`config.mk`:
```
export PLATFORM = sky130hd
export DESIGN_NAME = button_click_classifier
export DESIGN_NICKNAME = d
export VERILOG_FILES = /design/src/bcc_pkg.sv /design/src/bcc_debounce.sv /design/src/bcc_click_fsm.sv /design/src/button_click_classifier.sv
export SDC_FILE = /design/constraint.sdc
export NUM_CORES = 1
export LEC_CHECK = 0
export ABC_CLOCK_PERIOD_IN_PS = 8800
export BUFFER_PORTS_ARGS = -buffer_cell sky130_fd_sc_hd__buf_2
export CAP_MARGIN = 20
export CELL_PAD_IN_SITES_DETAIL_PLACEMENT = 1
export CELL_PAD_IN_SITES_GLOBAL_PLACEMENT = 1
export CORE_MARGIN = 2
export CORE_UTILIZATION = 40
export DETAILED_ROUTE_END_ITERATION = 6
export GPL_TIMING_DRIVEN = 0
export PLACE_DENSITY = 0.7
export SLEW_MARGIN = 5
export SYNTH_ARGS = -nofsm -noshare
export SYNTH_HDL_FRONTEND = slang
export SYNTH_SLANG_ARGS = --single-unit
```
`constraint.sdc`:
```
create_clock -name clk -period 8.8 [get_ports clk]
set_input_delay 1.32 -clock clk [delete_from_list [all_inputs] [get_ports clk]]
set_output_delay 1.32 -clock clk [all_outputs]
set_load 0.005 [all_outputs]
```
`src/bcc_pkg.sv`:
```
// Package for the button click classifier: configuration record, event codes,
// threshold defaults and counter limits. No dependencies.
package bcc_pkg;

	localparam int TIME_BITS_DEF = 32;
	localparam int NOW_W         = 32;
	localparam int THR_W         = 16;
	localparam int CFG_IDX_W     = 2;

	typedef logic [1:0] kind_t;
	localparam kind_t KIND_SINGLE = 2'd0;
	localparam kind_t KIND_DOUBLE = 2'd1;
	localparam kind_t KIND_HOLD   = 2'd2;

	typedef logic [CFG_IDX_W-1:0] cfg_idx_t;
	localparam cfg_idx_t REG_PIN_INV      = 2'd0;
	localparam cfg_idx_t REG_SETTLE_MS    = 2'd1;
	localparam cfg_idx_t REG_HOLD_MS      = 2'd2;
	localparam cfg_idx_t REG_DOUBLE_CLICK = 2'd3;

	localparam logic [1:0] CLICK_SAT = 2'd2;

	typedef struct packed {
		logic             pin_inv;
		logic [THR_W-1:0] settle_ms;
		logic [THR_W-1:0] hold_ms;
		logic [THR_W-1:0] gap_ms;
	} cfg_t;

	localparam cfg_t CFG_RESET = '{
		pin_inv:   1'b1,
		settle_ms: 16'd20,
		hold_ms:   16'd800,
		gap_ms:    16'd300
	};

	// one processed sample, handed from the debouncer to the click machine
	typedef struct packed {
		logic step;
		logic pressed;
	} deb_out_t;

	// event offered by the click machine for the result register
	typedef struct packed {
		logic  valid;
		kind_t kind;
	} event_t;

endpackage

```
`src/bcc_debounce.sv`:
```
// Debouncer of the button click classifier: polarity fix and stable level.
// Depends on bcc_pkg.
module bcc_debounce #(
	parameter int TIME_BITS = bcc_pkg::TIME_BITS_DEF
) (
	input  logic                        clk,
	input  logic                        arst_n,
	input  logic                        step,
	input  logic                        pin_level,
	input  logic [TIME_BITS-1:0]        now,
	input  logic                        pin_inv,
	input  logic [bcc_pkg::THR_W-1:0]   settle_ms,
	output bcc_pkg::deb_out_t           deb
);

	logic                 last_raw_q;
	logic [TIME_BITS-1:0] change_time_q;
	logic                 stable_q;

	logic                 raw;
	logic [TIME_BITS-1:0] change_time_n;
	logic [TIME_BITS-1:0] elapsed;
	logic                 stable_n;

	always_comb begin
		raw           = pin_level ^ pin_inv;
		change_time_n = (raw != last_raw_q) ? now : change_time_q;
		elapsed       = now - change_time_n;
		stable_n      = (elapsed > TIME_BITS'(settle_ms)) ? raw : stable_q;
		deb.step      = step;
		deb.pressed   = stable_n;
	end

	always_ff @(posedge clk or negedge arst_n) begin
		if (!arst_n) begin
			last_raw_q    <= 1'b0;
			change_time_q <= '0;
			stable_q      <= 1'b0;
		end else if (step) begin
			last_raw_q    <= raw;
			change_time_q <= change_time_n;
			stable_q      <= stable_n;
		end
	end

endmodule

```
`src/bcc_click_fsm.sv`:
```
// Click state machine of the button click classifier: idle, pressed and wait,
// with hold detection and release counting. Depends on bcc_pkg.
module bcc_click_fsm #(
	parameter int TIME_BITS = bcc_pkg::TIME_BITS_DEF
) (
	input  logic                        clk,
	input  logic                        arst_n,
	input  bcc_pkg::deb_out_t           deb,
	input  logic [TIME_BITS-1:0]        now,
	input  logic [bcc_pkg::THR_W-1:0]   hold_ms,
	input  logic [bcc_pkg::THR_W-1:0]   gap_ms,
	output bcc_pkg::event_t             evt
);

	typedef enum logic [1:0] {
		MODE_IDLE    = 2'd0,
		MODE_PRESSED = 2'd1,
		MODE_WAIT    = 2'd2
	} mode_t;

	mode_t                mode_q, mode_n;
	logic [TIME_BITS-1:0] press_start_q, press_start_n;
	logic [TIME_BITS-1:0] wait_start_q, wait_start_n;
	logic                 hold_done_q, hold_done_n;
	logic [1:0]           count_q, count_n;

	logic [TIME_BITS-1:0] press_elapsed;
	logic [TIME_BITS-1:0] wait_elapsed;

	always_comb begin
		press_elapsed = now - press_start_q;
		wait_elapsed  = now - wait_start_q;

		mode_n        = mode_q;
		press_start_n = press_start_q;
		wait_start_n  = wait_start_q;
		hold_done_n   = hold_done_q;
		count_n       = count_q;
		evt.valid     = 1'b0;
		evt.kind      = bcc_pkg::KIND_SINGLE;

		case (mode_q)
			MODE_PRESSED: begin
				if (deb.pressed && !hold_done_q &&
				    press_elapsed >= TIME_BITS'(hold_ms)) begin
					hold_done_n = 1'b1;
					count_n     = '0;
					evt.valid   = 1'b1;
					evt.kind    = bcc_pkg::KIND_HOLD;
				end else if (!deb.pressed) begin
					if (hold_done_q) begin
						// release after a hold ends the sequence silently
						count_n = '0;
						mode_n  = MODE_IDLE;
					end else begin
						if (count_q < bcc_pkg::CLICK_SAT)
							count_n = count_q + 2'd1;
						wait_start_n = now;
						mode_n       = MODE_WAIT;
					end
				end
			end
			MODE_WAIT: begin
				if (deb.pressed) begin
					press_start_n = now;
					hold_done_n   = 1'b0;
					mode_n        = MODE_PRESSED;
				end else if (wait_elapsed >= TIME_BITS'(gap_ms)) begin
					evt.valid = 1'b1;
					evt.kind  = (count_q >= bcc_pkg::CLICK_SAT) ?
					            bcc_pkg::KIND_DOUBLE : bcc_pkg::KIND_SINGLE;
					count_n   = '0;
					mode_n    = MODE_IDLE;
				end
			end
			default: begin
				// idle, and the unused encoding read as idle
				if (deb.pressed) begin
					press_start_n = now;
					hold_done_n   = 1'b0;
					mode_n        = MODE_PRESSED;
				end else begin
					mode_n = MODE_IDLE;
				end
			end
		endcase
	end

	always_ff @(posedge clk or negedge arst_n) begin
		if (!arst_n) begin
			mode_q        <= MODE_IDLE;
			press_start_q <= '0;
			wait_start_q  <= '0;
			hold_done_q   <= 1'b0;
			count_q       <= '0;
		end else if (deb.step) begin
			mode_q        <= mode_n;
			press_start_q <= press_start_n;
			wait_start_q  <= wait_start_n;
			hold_done_q   <= hold_done_n;
			count_q       <= count_n;
		end
	end

endmodule

```
`src/button_click_classifier.sv`:
```
// Top level of the button click classifier: stream ports, configuration
// registers, input and result registers. Depends on bcc_pkg, bcc_debounce, bcc_click_fsm.
//
// Usage: each slave-side beat carries one pin sample and its millisecond
// timestamp; the master side carries click events (single, double, hold).
// A sample produces at most one event; most produce none.
// The sample is held in an input register, then debounced and classified
// combinationally and written to the result register, which drives m_tvalid.
// One sample is taken per cycle while no event waits on a low m_tready.
// Registers are written through cfg_we / cfg_index / cfg_wdata; the user
// must write them only while idle, which the block does not enforce;
// only the low bits each register needs are kept.
// Reset clears the debouncer and the click machine to idle, empties both
// registers and loads the threshold defaults (active low, 20, 800, 300 ms).
// When m_tready is low with an event waiting, the held sample stays in the
// input register and s_tready drops until the event is taken.
module button_click_classifier #(
	parameter int TIME_BITS = bcc_pkg::TIME_BITS_DEF
) (
	input  logic                          clk,
	input  logic                          arst_n,
	input  logic                          s_tvalid,
	output logic                          s_tready,
	input  logic [39:0]                   s_tdata,   // pin_level [0], now_ms [32:1]
	output logic                          m_tvalid,
	input  logic                          m_tready,
	output logic [7:0]                    m_tdata,   // click_kind [1:0]
	input  logic                          cfg_we,
	input  logic [bcc_pkg::CFG_IDX_W-1:0] cfg_index,
	input  logic [bcc_pkg::THR_W-1:0]     cfg_wdata
);

	bcc_pkg::cfg_t cfg_q;

	logic                          vld_s1;
	logic                          pin_s1;
	logic [bcc_pkg::NOW_W-1:0]     now_s1;

	logic                          out_vld_q;
	bcc_pkg::kind_t                kind_q;

	logic                          out_free;
	logic                          step;
	logic [TIME_BITS-1:0]          now;
	bcc_pkg::deb_out_t             deb;
	bcc_pkg::event_t               evt;

	assign out_free = !out_vld_q || m_tready;
	assign step     = vld_s1 && out_free;
	assign s_tready = !vld_s1 || out_free;
	assign now      = TIME_BITS'(now_s1);
	assign m_tvalid = out_vld_q;
	assign m_tdata  = {6'd0, kind_q};

	always_ff @(posedge clk or negedge arst_n) begin
		if (!arst_n) begin
			cfg_q <= bcc_pkg::CFG_RESET;
		end else if (cfg_we) begin
			case (cfg_index)
				bcc_pkg::REG_PIN_INV:      cfg_q.pin_inv   <= cfg_wdata[0];
				bcc_pkg::REG_SETTLE_MS:    cfg_q.settle_ms <= cfg_wdata;
				bcc_pkg::REG_HOLD_MS:      cfg_q.hold_ms   <= cfg_wdata;
				bcc_pkg::REG_DOUBLE_CLICK: cfg_q.gap_ms    <= cfg_wdata;
				default: ;
			endcase
		end
	end

	// input register: load a beat when the slot is empty or being drained
	always_ff @(posedge clk or negedge arst_n) begin
		if (!arst_n) begin
			vld_s1 <= 1'b0;
		end else if (s_tready) begin
			vld_s1 <= s_tvalid;
		end
	end

	always_ff @(posedge clk) begin
		if (s_tvalid && s_tready) begin
			pin_s1 <= s_tdata[0];
			now_s1 <= s_tdata[32:1];
		end
	end

	bcc_debounce #(
		.TIME_BITS (TIME_BITS)
	) u_debounce (
		.clk       (clk),
		.arst_n    (arst_n),
		.step      (step),
		.pin_level (pin_s1),
		.now       (now),
		.pin_inv   (cfg_q.pin_inv),
		.settle_ms (cfg_q.settle_ms),
		.deb       (deb)
	);

	bcc_click_fsm #(
		.TIME_BITS (TIME_BITS)
	) u_click_fsm (
		.clk     (clk),
		.arst_n  (arst_n),
		.deb     (deb),
		.now     (now),
		.hold_ms (cfg_q.hold_ms),
		.gap_ms  (cfg_q.gap_ms),
		.evt     (evt)
	);

	// result register: drop a taken beat, load a new event
	always_ff @(posedge clk or negedge arst_n) begin
		if (!arst_n) begin
			out_vld_q <= 1'b0;
		end else if (step && evt.valid) begin
			out_vld_q <= 1'b1;
		end else if (m_tready) begin
			out_vld_q <= 1'b0;
		end
	end

	always_ff @(posedge clk) begin
		if (step && evt.valid)
			kind_q <= evt.kind;
	end

endmodule
```
== After elaboration in Yosys (flattened, before gate mapping) ==
Index checks and enable logic that the tools add are counted.

* Memories kept: 0
* Bits in latches: 0
* Memory bits (writable): 0
* Output and inout bits: 10
* Logic and storage cells: 93
* Flip-flop bits (word level): 189
* Bits in read-only memories: 0

* Shifts and indexed selects: 0
* Divide/modulo/power cells: 0
* Order comparisons: 5
* $mul: 0
* Add/sub/neg operators: 4
* Eq/ne operators: 14
* Bitwise gates (word level): 5
* Muxes and demuxes: 25
* Reductions and logical operators: 23

{| class="wikitable"
|+ Operators with widths
! kind !! count
|-
| 32-bit subtractor || 3
|-
| 32-bit by 16-bit greater-or-equal comparator with 1-bit output || 2
|-
| 32-bit by 16-bit > comparator with 1-bit output || 1
|-
| 32-bit 2-to-1 mux || 1
|-
| 2-bit 2-to-1 mux || 10
|-
| 3-bit 2-to-1 mux || 3
|-
| 1-bit 2-to-1 mux || 8
|-
| 2-bit case mux with 2 select lines || 2
|-
| 2-bit AND reduction || 4
|-
| 2-bit == test, second input constant || 3
|-
| 2-bit inequality test, second input constant || 3
|-
| 3-bit by 2-bit inequality test with 1-bit output, second input constant || 2
|-
| 3-bit case mux with 2 select lines || 1
|-
| 3-bit AND reduction || 2
|-
| 6-bit AND reduction || 1
|-
| 2-bit nonzero test || 3
|-
| 1-bit logical AND || 5
|-
| 5-bit AND reduction || 1
|-
| 2-bit by 1-bit == test with 1-bit output, second input constant || 2
|-
| 2-bit by 1-bit inequality test with 1-bit output, second input constant || 2
|-
| 4-bit by 1-bit inequality test with 1-bit output, second input constant || 1
|-
| 1-bit NOT || 4
|-
| 4-bit AND reduction || 1
|-
| 1-bit zero test || 3
|-
| 7 further kinds || 8
|}

== Logic depth before layout (Yosys ltp) ==
* Word-level depth: 12
* Depth in mapped cells: 30
* Gate-level depth less buffers: 26

== Hierarchy ==
Synthesis repeated with hierarchy kept, for this count alone.

* Cell total of the unflattened synthesis: 1,701
* Area, all modules: 15,371.0 µm²

{| class="wikitable"
|+ Modules (own cells, without submodules)
! module !! times used !! cells each !! area each (µm²)
|-
| bcc_click_fsm || 1 || 970 || 7,651.1
|-
| bcc_debounce || 1 || 574 || 4,521.8
|-
| button_click_classifier || 1 || 157 || 3,198.1
|}

== Worst setup path after synthesis ==
Ideal clock, no wire load.

* Path type: flip-flop to flip-flop
* Start point: register cfg_q[48] (netlist name)
* End point: register u_click_fsm.wait_start_q[10]
* Arrival time: 6.308 ns
* Path buffers: 4
* Clock period less this slack: 6.433 ns
* Slack: 2.367 ns
* Cell stages (with the launch flop): 30
* Setup time: 0.125 ns
* Path through: dfstp_2 -> xnor3_1 -> buf_2 -> clkbuf_1 -> buf_1 -> nand2_1 -> o21ai_0 -> ha_1 -> inv_1 -> ha_1 -> o41ai_1 -> nor2_1 -> a21oi_1 -> a22oi_1 -> o21ai_0 -> xnor2_1 -> ha_1 -> a21oi_1 -> nor2_1 -> a211oi_1 -> a32oi_1 -> nor4_1 -> nand4_1 -> nor3_1 -> nand4_1 -> or4_4 -> nand2_2 -> nand3_4 -> buf_6 -> mux2_4

* Word-level cells in the longest chain between the ends: 10
* Elaborated cells on any way between the ends: 11
* Classes of those cells: 1 x add/sub; 1 x order compare; 1 x eq/ne; 2 x mux; 3 x bitwise; 3 x reduce/logical

{| class="wikitable"
|+ Ends and longest elaborated chain
! element !! RTL line !! text
|-
| 1-bit XOR (*) || bcc_debounce.sv:26 || <nowiki>raw = pin_level ^ pin_inv;</nowiki>
|-
| 1-bit inequality test (*) || bcc_debounce.sv:27 || <nowiki>change_time_n = (raw != last_raw_q) ? now : change_time_q;</nowiki>
|-
| 32-bit 2-to-1 mux (*) || bcc_debounce.sv:27 ||
|-
| net u_debounce.change_time_n[0] || bcc_debounce.sv:21 || <nowiki>logic [TIME_BITS-1:0] change_time_n;</nowiki>
|-
| 32-bit subtractor (*) || bcc_debounce.sv:28 || <nowiki>elapsed = now - change_time_n;</nowiki>
|-
| 32-bit by 16-bit > comparator with 1-bit output (*) || bcc_debounce.sv:29 || <nowiki>stable_n = (elapsed > TIME_BITS'(settle_ms)) ? raw : stable_q;</nowiki>
|-
| 1-bit 2-to-1 mux (*) || bcc_debounce.sv:29 ||
|-
| 1-bit logical AND (2 in series) || bcc_click_fsm.sv:44 || <nowiki>if (deb.pressed && !hold_done_q &&</nowiki>
|-
| 1-bit NOT (no source line) || -- ||
|-
| 5-bit AND reduction (no source line) (*) || -- ||
|-
| to (signal assigned) || bcc_click_fsm.sv:99 || <nowiki>wait_start_q <= wait_start_n;</nowiki>
|-
| to (decl) || bcc_click_fsm.sv:23 || <nowiki>logic [TIME_BITS-1:0] wait_start_q, wait_start_n;</nowiki>
|}

Mark *: on every way through the listed nets, which the timed path passes. The rest lies on a longest branch.
A chain may end at the register's enable or synchronous reset.

== Worst setup path after layout ==
* Start point: register cfg_q[48] (netlist name)
* End point: register u_click_fsm.wait_start_q[29]

* Word-level cells in the longest chain between the ends: 10
* Elaborated cells on any way between the ends: 11
* Classes of those cells: 1 x add/sub; 1 x order compare; 1 x eq/ne; 2 x mux; 3 x bitwise; 3 x reduce/logical

{| class="wikitable"
|+ Ends and longest elaborated chain
! element !! RTL line
|-
| 1-bit XOR (*) || bcc_debounce.sv:26
|-
| 1-bit inequality test (*) || bcc_debounce.sv:27
|-
| 32-bit 2-to-1 mux (*) || bcc_debounce.sv:27
|-
| net u_debounce.change_time_n[0] || bcc_debounce.sv:21
|-
| 32-bit subtractor (*) || bcc_debounce.sv:28
|-
| 32-bit by 16-bit > comparator with 1-bit output (*) || bcc_debounce.sv:29
|-
| 1-bit 2-to-1 mux (*) || bcc_debounce.sv:29
|-
| 1-bit logical AND (2 in series) || bcc_click_fsm.sv:44
|-
| 1-bit NOT (no source line) || --
|-
| 5-bit AND reduction (no source line) (*) || --
|}

Marked as above.

==> flow_summary.yaml <==
outcome:
  outcome: "finished, final reports clean"
detailed_routing:
  firstDrtPassIters: 5
  drt-total-wl_um: 43700
  drc: 0
  ant_nets: 0
  drtIter0Drc: 606
  vias: 12600
  wl_per_cell_um: 20.1
  vias_per_cell: 5.80
synthesis:
  synth_largest_area_cell: "dfrtp_1"
  syn_area_per_cell_sq_um: 9.16
  yosysMostFrequentCell: "inv_1"
  synth_edf_count: 35
  synth_common_cells: "145 x inv_1, 144 x dfrtp_1, 134 x ha_1, 129 x nand2_1, 126 x o21ai_0"
  yosysWarnings: 0
  synth_seq_cells: 189
  seq_area_frac_synth_pct: 33.5
  synthFlopType: "dfrtp_1"
  synthCells: 1604
  yosys-top-cells-area: "dfrtp_1 25%, ha_1 11%, edfxtp_1 7.2%"
  synth_top_area_share_pct: 24.5
  async_reset_ff_share_pct: 81.5
  ys_types: 86
  synthesis.area_sq_um: 14700
sta:
  slew_violations: 0
  fin_worst_skew_ns: 0.0121
  fin_tns_setup_ns: 0
  layout_setup_ws_ns: 0.772
  rsz0062_at_grt: "false"
  setup_viol: 0
  fin_crit_ns: 8.03
  worst_pin_slew_ns: 1.19
  fin_crit_sh_pct: 91.2
  slew_headroom_pct: 19.8
  final-hold-violation-count: 0
  fmax_ghz: 0.125
placed_design:
  portBuffers: 59
  placed_area_sq_um: 15600
  dp_slack_ns: 0.106
  hpwl_um: 35100
  gp_congestion: 0.917
clock_network:
  cts-root-buf: "clkbuf_16"
  numCtsBuffers: 17
  cts.clk_slew.worst_paths_ns: 0.08
  clockBufferDepth: 2
  worst_skew_pair.late_latency_ns: 0.46
  cts.sinks: 189
  htreeDepth: 4
  cts_tree: "yes"
finish:
  syn_to_final_growth_pct: 10.5
  nFillCells: 4218
  fin_nets: 1890
  drive_gt1_share_pct: 14.4
  fin_area_sq_um: 16200
power:
  p_leak_nw: 7.21
  power_density_nw_per_um2: 382
  peakVddDrop_mv: 0.159
  power_mw: 6.21
critical_path:
  cp_common_cell: "ha_1"
  reg2reg_slack_ns: 0.77
  cp-start-kind: "flop"
  r2r_cells: 29
  worstPathArrival_ns: 8.37
  crit_path_end_kind: "flop"
  r2r_end: "u_click_fsm.wait_start_q[29]"
  critPathMaxFanout: 10
  slowest_delay_ns: 0.60
  reg2reg_from: "cfg_q[48]"
  critPathKind: "flop to flop"
  required_ns: 9.14
  cpMaxStageDelayCell: "o41ai_2"
die:
  initial_core_util_pct: 40.4
  ios: 73
  dieArea_sq_um: 38300
  die_h_um: 196
  dieWidth_um: 196
  rows: 70
  core_sq_um: 36300
worst_hold_path:
  hold_depth: 2
  worstHoldEndpoint: "u_debounce.change_time_q[0]"
  hp-class: "flop to flop"
  min_from: "u_debounce.change_time_q[0]"
grt:
  grt_max_degree: 87
  antenna_found_initial: 3
  grt_pass1_wl_um: 69200
  grt_pass1_vias: 12900
  grt_use_total_pct: 23.3
  overflow: 0
job:
  cap_violations: 0
==> power by group <==
group | leakage [nW] | total, mW | internal (mW) | switching (mW)
combinational | 4.75 | 4.05 | 1.66 | 2.39
sequential | 2.18 | 1.38 | 1.19 | 0.191
clock | 0.286 | 0.779 | 0.404 | 0.376
==> cell type report <==
cell class | instances | area [sq um] | area share (%)
Buffer | 55 | 263 | 1.62
Clock buffer | 19 | 443 | 2.73
Multi-Input combinational cell | 1220 | 8990 | 55.4
Timing Repair Buffer | 63 | 355 | 2.19
Inverter | 145 | 544 | 3.35
Clock inverter | 13 | 128 | 0.786
Antenna cell | 1 | 2.50 | 0.0154
Tap cell | 468 | 586 | 3.61
Sequential cell | 189 | 4920 | 30.3
==> kinds of logic (layout without fill, tap and decap cells) <==
group / Yosys count / count (layout) / share of synthesized area [%]
compound gates: 437 / 437 / 19.1
simple gates: 433 / 433 / 15.0
buf+inv: 200 / 295 / 5.49
flops: 189 / 189 / 33.5
fa+ha+maj: 144 / 144 / 12.2
mux: 138 / 138 / 10.9
xor+xnor: 62 / 62 / 3.84
other cells: 1 / 7 / 0.0255
==> per-layer routing <==
| layer | vias to the layer above | share of wire [%] | GRT usage, % |
|---|---|---|---|
| met5 | - | 0 | 0 |
| met4 | 0 | 2.6 | 7.80 |
| met3 | 56 | 3.2 | 3.49 |
| met2 | 210 | 47 | 39.1 |
| met1 | 6313 | 47 | 30.8 |
| li1 | 6034 | - | - |
==> how the worst max path moves through the flow <==
stage	from	endpoint	slack, ns	cells past startpoint
2_1_floorplan	cfg_q[48]	u_click_fsm.wait_start_q[10]	2.37	29
3_3_place_gp	cfg_q[48]	u_click_fsm.press_start_q[9]	0.24	28
3_5_place_dp	cfg_q[48]	u_click_fsm.press_start_q[1]	0.11	28
4_1_cts	cfg_q[48]	u_click_fsm.press_start_q[1]	0.002	28
5_1_grt	cfg_q[48]	u_click_fsm.wait_start_q[28]	0.30	29
6_report	cfg_q[48]	u_click_fsm.wait_start_q[29]	0.77	29
==> critical path, delay by kind of cell, from the launching register on <==
family / cells / cell delay [ns]
AOI/OAI and AO/OA: 8 / 2.13
xor gates and xnor gates: 2 / 0.46
DFF: 1 / 0.56
and+or+nand+nor: 10 / 2.29
adders and majority gates: 3 / 0.66
buffers and inverters: 5 / 1.47
muxes: 1 / 0.30
==> flip-flops by register name, indices dropped and copies added (netlist names) <==
signal / count
u_debounce.stable_q: 1
u_click_fsm.wait_start_q: 32
m_tvalid: 1
kind_q: 2
u_click_fsm.hold_done_q: 1
pin_s1: 1
u_click_fsm.press_start_q: 32
u_click_fsm.count_q: 2
vld_s1: 1
cfg_q: 49
u_click_fsm.mode_q: 2
u_debounce.last_raw_q: 1
u_debounce.change_time_q: 32
now: 32
==> timing repair <==
item,CTS,global route
resized for setup,0,2
hold buffers,0,0
buffers inserted,0,3
setup endpoints to repair,0,69
==> placed cells by master (no fill, tap or decap), types with 25 or more instances in the layout <==
master | Yosys | routed
nor2_1 | 79 | 79
ha_1 | 134 | 134
nand4_1 | 30 | 30
nor3_1 | 36 | 36
mux2_2 | 84 | 84
dfrtp_1 | 144 | 144
a21o_1 | 25 | 25
inv_1 | 145 | 145
mux2i_1 | 30 | 30
xnor2_1 | 36 | 36
nand2_1 | 129 | 129
a21oi_1 | 103 | 103
buf_2 | 5 | 63
o21ai_0 | 126 | 126
nand3_1 | 31 | 31
clkbuf_1 | 38 | 39
edfxtp_1 | 35 | 35
==> per-stage QoR <==
stage,util (%),cells,hold WS (ns)
3_5_place_dp,43.0,2137,0.481
6_report,44.7,2173,0.501
4_1_cts,44.6,2169,0.500
3_3_place_gp,42.9,2136,0.464
2_1_floorplan,-,1609,0.450
5_1_grt,44.7,2172,0.519
Power figures use the tool's default switching activity.
